<file path="src/hw/rtl/sctrx_pkg.sv">
package sctrx_pkg;

	// frame length: start, 8 data, parity, guard bit(s)
	localparam int FRAME_BITS_DEF = 11;

	localparam logic [7:0] BIT_TOP_RST      = 8'd186;
	localparam logic [7:0] SAMPLE_POINT_RST = 8'd93;

	// configuration register indexes
	localparam logic CFG_BIT_TOP      = 1'b0;
	localparam logic CFG_SAMPLE_POINT = 1'b1;

	// mode codes; the unused code behaves as idle
	localparam logic [1:0] MODE_IDLE = 2'd0;
	localparam logic [1:0] MODE_TX   = 2'd1;
	localparam logic [1:0] MODE_RX   = 2'd2;

	// receive sample numbers
	localparam logic [3:0] RX_FIRST_DATA  = 4'd1;
	localparam logic [3:0] RX_LAST_DATA   = 4'd8;
	localparam logic [3:0] RX_LAST_SAMPLE = 4'd10;

endpackage

</file>
<file path="src/hw/rtl/smart_card_char_transceiver_top.sv">
// Half-duplex single-wire character transceiver for smart-card (ISO 7816-3
// style) characters. Every input transaction is one tick of the bit timer and
// yields exactly one output transaction that shows the state after that tick.
// One bit time is bit_top + 1 ticks. cmd = 1 starts sending tx_byte at once:
// start bit, 8 data bits LSB first, even parity, then guard bit(s) up to
// FRAME_BITS bits; the line is then released (line_enable = 0). A new cmd
// restarts a running send and drops any reception in progress. While idle, a
// falling edge on line_in starts reception; the line is sampled at tick
// sample_point of each bit time (clamped to bit_top), and the byte appears
// with rx_valid = 1 at the guard-bit sample. Parity is not checked.
// Throughput: one tick per clock unless stalled. The tick's work sits between
// the state registers and the output register, so a result shows in the cycle
// after its input transaction; in_stall rises only while the output register
// holds a result that the downstream side is stalling. Configuration (bit_top
// at index 0, sample_point at index 1) is written through cfg_we / cfg_index /
// cfg_data; the user must do so only while no tick is in flight (unenforced).
module smart_card_char_transceiver_top
	import sctrx_pkg::*;
#(
	parameter int FRAME_BITS = FRAME_BITS_DEF
) (
	input  logic       clk,
	input  logic       arst_n,

	input  logic       cfg_we,
	input  logic       cfg_index,
	input  logic [7:0] cfg_data,

	input  logic       in_valid,
	output logic       in_stall,
	input  logic       cmd,
	input  logic [7:0] tx_byte,
	input  logic       line_in,

	output logic       out_valid,
	input  logic       out_stall,
	output logic       line_drive,
	output logic       line_enable,
	output logic       rx_valid,
	output logic [7:0] rx_byte,
	output logic       tx_busy,
	output logic       rx_busy
);

	localparam int IDX_W = $clog2(FRAME_BITS);

	// configuration
	logic [7:0] bit_top_q;
	logic [7:0] sample_point_q;

	// transceiver state
	logic [7:0]            tick_q,     tick_n;
	logic [FRAME_BITS-1:0] tx_frame_q, tx_frame_n;
	logic [IDX_W-1:0]      tx_index_q, tx_index_n;
	logic [3:0]            rx_index_q, rx_index_n;
	logic [7:0]            rx_shift_q, rx_shift_n;
	logic [1:0]            mode_q,     mode_n;
	logic                  prev_line_q;

	// tick logic helpers
	logic             accept;
	logic             wrap;
	logic [7:0]       tick_inc;
	logic [7:0]       eff_sample;
	logic [IDX_W:0]   tx_index_inc;
	logic             do_sample;
	logic [3:0]       sample_idx;
	logic [2:0]       shift_pos;
	logic             valid_n;
	logic [7:0]       byte_n;
	logic             parity;

	// output stage: full unless drained this cycle
	assign in_stall = out_valid && out_stall;
	assign accept   = in_valid && !in_stall;

	always_ff @(posedge clk or negedge arst_n) begin
		if (!arst_n) begin
			bit_top_q      <= BIT_TOP_RST;
			sample_point_q <= SAMPLE_POINT_RST;
		end else if (cfg_we) begin
			case (cfg_index)
				CFG_BIT_TOP:      bit_top_q      <= cfg_data;
				CFG_SAMPLE_POINT: sample_point_q <= cfg_data;
				default:          bit_top_q      <= bit_top_q;
			endcase
		end
	end

	assign wrap         = tick_q >= bit_top_q;
	assign tick_inc     = wrap ? 8'd0 : tick_q + 8'd1;
	assign eff_sample   = (sample_point_q > bit_top_q) ? bit_top_q : sample_point_q;
	assign tx_index_inc = {1'b0, tx_index_q} + {{IDX_W{1'b0}}, 1'b1};
	assign parity       = ^tx_byte;
	assign shift_pos    = 3'(sample_idx - RX_FIRST_DATA);

	// next state for one tick
	always_comb begin
		tick_n     = tick_q;
		tx_frame_n = tx_frame_q;
		tx_index_n = tx_index_q;
		rx_index_n = rx_index_q;
		rx_shift_n = rx_shift_q;
		mode_n     = mode_q;
		do_sample  = 1'b0;
		sample_idx = rx_index_q;

		if (cmd) begin
			tx_frame_n = {{(FRAME_BITS-10){1'b1}}, parity, tx_byte, 1'b0};
			tx_index_n = '0;
			tick_n     = 8'd0;
			mode_n     = MODE_TX;
			rx_index_n = 4'd0;
			rx_shift_n = 8'd0;
		end else begin
			case (mode_q)
				MODE_TX: begin
					tick_n = tick_inc;
					if (wrap) begin
						if (tx_index_inc >= (IDX_W+1)'(FRAME_BITS)) begin
							tx_index_n = '0;
							mode_n     = MODE_IDLE;
						end else begin
							tx_index_n = tx_index_inc[IDX_W-1:0];
						end
					end
				end
				MODE_RX: begin
					tick_n    = tick_inc;
					do_sample = (tick_inc == eff_sample);
				end
				default: begin
					mode_n = MODE_IDLE;
					if (prev_line_q && !line_in) begin
						// falling edge: start bit; sample now if the point is zero
						mode_n     = MODE_RX;
						tick_n     = 8'd0;
						rx_index_n = 4'd0;
						rx_shift_n = 8'd0;
						sample_idx = 4'd0;
						do_sample  = (eff_sample == 8'd0);
					end
				end
			endcase
		end

		valid_n = 1'b0;
		byte_n  = 8'd0;
		if (do_sample) begin
			if (sample_idx >= RX_FIRST_DATA && sample_idx <= RX_LAST_DATA) begin
				rx_shift_n = rx_shift_n | (8'(line_in) << shift_pos);
			end
			if (sample_idx >= RX_LAST_SAMPLE) begin
				valid_n    = 1'b1;
				byte_n     = rx_shift_n;
				mode_n     = MODE_IDLE;
				rx_index_n = 4'd0;
			end else begin
				rx_index_n = sample_idx + 4'd1;
			end
		end
	end

	always_ff @(posedge clk or negedge arst_n) begin
		if (!arst_n) begin
			tick_q      <= 8'd0;
			tx_frame_q  <= '1;
			tx_index_q  <= '0;
			rx_index_q  <= 4'd0;
			rx_shift_q  <= 8'd0;
			mode_q      <= MODE_IDLE;
			prev_line_q <= 1'b1;
		end else if (accept) begin
			tick_q      <= tick_n;
			tx_frame_q  <= tx_frame_n;
			tx_index_q  <= tx_index_n;
			rx_index_q  <= rx_index_n;
			rx_shift_q  <= rx_shift_n;
			mode_q      <= mode_n;
			prev_line_q <= line_in;
		end
	end

	// result register
	always_ff @(posedge clk or negedge arst_n) begin
		if (!arst_n) begin
			out_valid <= 1'b0;
		end else if (accept) begin
			out_valid <= 1'b1;
		end else if (!out_stall) begin
			out_valid <= 1'b0;
		end
	end

	always_ff @(posedge clk) begin
		if (accept) begin
			line_enable <= (mode_n == MODE_TX);
			line_drive  <= (mode_n == MODE_TX) ? tx_frame_n[tx_index_n] : 1'b1;
			rx_valid    <= valid_n;
			rx_byte     <= byte_n;
			tx_busy     <= (mode_n == MODE_TX);
			rx_busy     <= (mode_n == MODE_RX);
		end
	end

	// a send command drives the start bit on the very next result
	a_start_bit: assert property (@(posedge clk) disable iff (!arst_n)
		accept && cmd |=> out_valid && line_enable && !line_drive && tx_busy)
		else $error("start bit not driven after send command");

	// a completed character ends reception and never coexists with a send
	a_rx_done: assert property (@(posedge clk) disable iff (!arst_n)
		out_valid && rx_valid |-> !rx_busy && !tx_busy && !line_enable)
		else $error("rx_valid while still busy");

	// released line reads high
	a_release: assert property (@(posedge clk) disable iff (!arst_n)
		out_valid && !line_enable |-> line_drive)
		else $error("line_drive low while released");

	// transmit bit index stays within the frame
	a_tx_index: assert property (@(posedge clk) disable iff (!arst_n)
		mode_q == MODE_TX |-> tx_index_q < IDX_W'(FRAME_BITS - 1) ||
			tx_index_q == IDX_W'(FRAME_BITS - 1))
		else $error("tx_index beyond frame");

	// receive counter never passes the guard sample
	a_rx_index: assert property (@(posedge clk) disable iff (!arst_n)
		rx_index_q <= RX_LAST_SAMPLE)
		else $error("rx_index beyond guard sample");

endmodule
</file>
<file path="config.mk">
export PLATFORM = sky130hd
export DESIGN_NAME = smart_card_char_transceiver_top
export DESIGN_NICKNAME = d
export VERILOG_FILES = /design/src/hw/rtl/sctrx_pkg.sv /design/src/hw/rtl/smart_card_char_transceiver_top.sv
export SDC_FILE = /design/constraint.sdc
export NUM_CORES = 1
export LEC_CHECK = 0
export BUFFER_PORTS_ARGS = -buffer_cell sky130_fd_sc_hd__buf_2
export CAP_MARGIN = 20
export CORE_MARGIN = 2
export CORE_UTILIZATION = 55
export CTS_BUF_LIST = sky130_fd_sc_hd__clkbuf_2
export DETAILED_ROUTE_END_ITERATION = 8
export GPL_ROUTABILITY_DRIVEN = 0
export PLACE_DENSITY = 0.78
export SLEW_MARGIN = 20
export SYNTH_ARGS = -nofsm -noshare
export SYNTH_HDL_FRONTEND = slang
export SYNTH_SLANG_ARGS = --single-unit
</file>
<file path="constraint.sdc">
create_clock -name clk -period 4.2 [get_ports clk]
set_input_delay 0.63 -clock clk [delete_from_list [all_inputs] [get_ports clk]]
set_output_delay 0.63 -clock clk [all_outputs]
set_load 0.01 [all_outputs]
</file>
==> flow_summary.toml <==
[place]
placed_area_um2 = 4325
pre_cts_ws_ns = 0.4113
io_buffers = 38
place_hpwl_um = 6410
dp_cells = 555

[critical_path]
cp.arrival_ns = 4.13
path_delay_family = "simple AND/OR/NAND/NOR gates"
crit_path_end_kind = "register"
timing.rr.start = "bit_top_q[1]"
r2r_slack_ns = 0.40
required_ns = 4.53
critPathKind = "register to register"
cp_num_buf_inv = 1
timing.rr.end = "rx_busy"
reg2reg_depth = 12
crit_slowest_cell = "dfstp_2"
slowest_delay_ns = 0.61
path_max_fanout = 13
startpoint_type = "register"
path_cells = "inv_1 -> ha_1 -> nor2b_1 -> o211ai_1 -> a21oi_1 -> o21ai_2 -> mux2i_1 -> xor2_1 -> nand3_1 -> or3_4 -> or3_4 -> and3_1"
timing.critical_path.mode_cell = "or3_4"

[logic_synthesis]
synth_top_area_share_pct = 20.28
syn_avg_cell_area_um2 = 9.493
synth.area.top_cells = "dfrtp_1 20%, dfstp_2 14%, edfxtp_1 8.8%, ha_1 8.0%, nand2_1 6.1%"
yosys.area.top_type = "dfrtp_1"
syn_nets = 479
ys_warn_count = 0
async_flop_share_pct = 82.09
synth_seq_area_share_pct = 43.32
synth_area_um2 = 4073
ys_ff_latch = 67
synth_cell_type_count = 48
synth_edf_count = 12
syn-instance-count = 429
synth_ff_type = "dfrtp_1"

[finish]
regArea_um2 = 1764
fin_area_um2 = 4439
final_cell_mix = "66 x nand2_1, 38 x buf_2, 33 x dfrtp_1"
area_growth_pct = 9.002
nets = 517
multi_input_area_um2 = 2120
mostFrequentLayoutCell = "nand2_1"
finish.utilization_pct = 61.53
nFillCells = 644
final_cells = 571
diodes = 0
drive_above_1_share_pct = 22.03

[clock_network]
cts_tree = "done"
cts_resized = 0
post_cts_buffers = 0
path_clk_slew_ns = 0.20
cts-root-buf = "clkbuf_2"
cts_sinks = 67
cts_buffers = 9
htreeDepth = 3
clockBufferDepth = 2
cts-hold-fix-buffers = 0
clk_latency_ns = 0.54

[sta]
setup_viol = 0
slew_headroom_pct = 34.46
rsz0062_at_grt = "no"
max_freq_mhz = 263.3
setup_ws_ns = 0.4025
skew_ns = 0.01657
finalCritPeriodShare_pct = 90.42
hold_viol = 0
finalCriticalPeriod_ns = 3.797
drv_slew = 0
tightest_slew_ns = 0.9748
hold_ws_ns = 0.04558
finalSetupTns_ns = 0

[routing]
vias = 3247
vias_per_cell = 5.687
drc = 0
drtAntennaViolNets = 0
drtIter0Drc = 202
detail_route.wl_per_cell_um = 15.25
first_pass_iters = 5
drt_wl_total_um = 8706

[die]
core_area_um2 = 7214
die_w_um = 90.05
num_io_pins = 39
initial_core_util_pct = 56.45
die_area_um2 = 8109
rows = 31
fp.dieH_um = 90.05

[power_and_ir_drop]
combPwrFrac_pct = 23.8
power_density_nw_per_um2 = 349.3
swShare_pct = 32.99
p_int_mw = 1.039
p_total_mw = 1.551
pwr-share-seq_pct = 50.9
power.leakage_nw = 1.968
irDropWorstVdd_v = 0.0002695
clkPwrFrac_pct = 25.3
p_sw_mw = 0.5116

[grt]
grt_max_degree = 34
grt_pass1_wl_um = 15080
overflow = 0
antenna_found_initial = 0
grt_usage_pct = 22.90
grt_pass1_vias = 3231

[job]
cap_violations = 0

[worst_hold_path]
hp-class = "input pin to async pin"

[run_status]
status = "complete, no violations"
==> worst max-delay path by stage <==
stage / start / endpoint / slack (ns) / depth (start not counted)
after floorplan: bit_top_q[1] / rx_busy / 0.89 / 13
after global placement: bit_top_q[1] / rx_busy / 0.51 / 12
after detailed placement: bit_top_q[1] / rx_busy / 0.41 / 12
after CTS: bit_top_q[1] / tx_busy / 0.42 / 12
after global routing: bit_top_q[5] / tx_busy / 0.22 / 11
final: bit_top_q[1] / rx_busy / 0.40 / 12
==> layout make-up <==
class	instances	share of cell area [%]
clock buffer	9	1.015
clock inverter	7	1.550
inverter	28	2.368
multi-input combinational	320	47.75
sequential	67	39.74
tap	99	2.790
timing repair buffer	41	4.791
==> cell usage after synthesis (2+ instances only) <==
library cell and instances:
a31oi_1 3, a211oi_1 3, xnor2_1 12, nand2b_1 8, xor2_1 10, inv_1 28, dfstp_2 22, or4_1 2
nand2_1 66, edfxtp_1 12, a21oi_1 20, nand3_1 14, o211ai_1 3, ha_1 26, mux2_2 19, mux2i_1 15
and3_1 6, or3_4 2, nor4_1 4, a211o_1 2, o31ai_1 4, nand4_1 5, o22ai_1 6, nor2_1 26
clkbuf_1 8, buf_6 3, and2_1 4, a21o_1 2, a32oi_1 2, buf_4 2, o21ai_1 6, nor2b_1 5
dfrtp_1 33, o21ai_0 31, or2_2 2
==> state kept, by name, summed over array words and instances (netlist names), 2 cells and up <==
name	flops
tx_index_q	4
mode_q	2
tx_frame_q	11
rx_index_q	4
tick_q	8
rx_shift_q	8
bit_top_q	8
rx_byte	8
sample_point_q	8
==> power by group through the flow <==
stage | Combinational (mW) | Sequential [mW] | Clock [mW]
finish | 0.370 | 0.789 | 0.392
detailed placement | 0.368 | 0.800 | 0
global placement | 0.354 | 0.796 | 0
global route | 0.415 | 0.799 | 0.424
CTS | 0.369 | 0.788 | 0.397
floorplan | 0.275 | 0.788 | 0
==> logic make-up after synthesis <==
kind of cell	count (synthesis)	share of synthesized area (%)
AOI/OAI and AO/OA	91	13.43
xor gates and xnor gates	22	4.731
adders and majority gates	26	7.988
buffers and inverters	42	4.639
DFF	67	43.32
muxes	34	8.940
and+or+nand+nor	147	16.96
==> layer usage <==
metal  global-route usage (%)  up-vias  share of wire [%]
li1                         -     1580                  -
met2                    38.78       74                 49
met3                    4.946       17                4.1
met1                    29.12     1576                 45
met4                    7.949        0                1.5
met5                        0        -                  0
(Power assumes the default switching activity.)
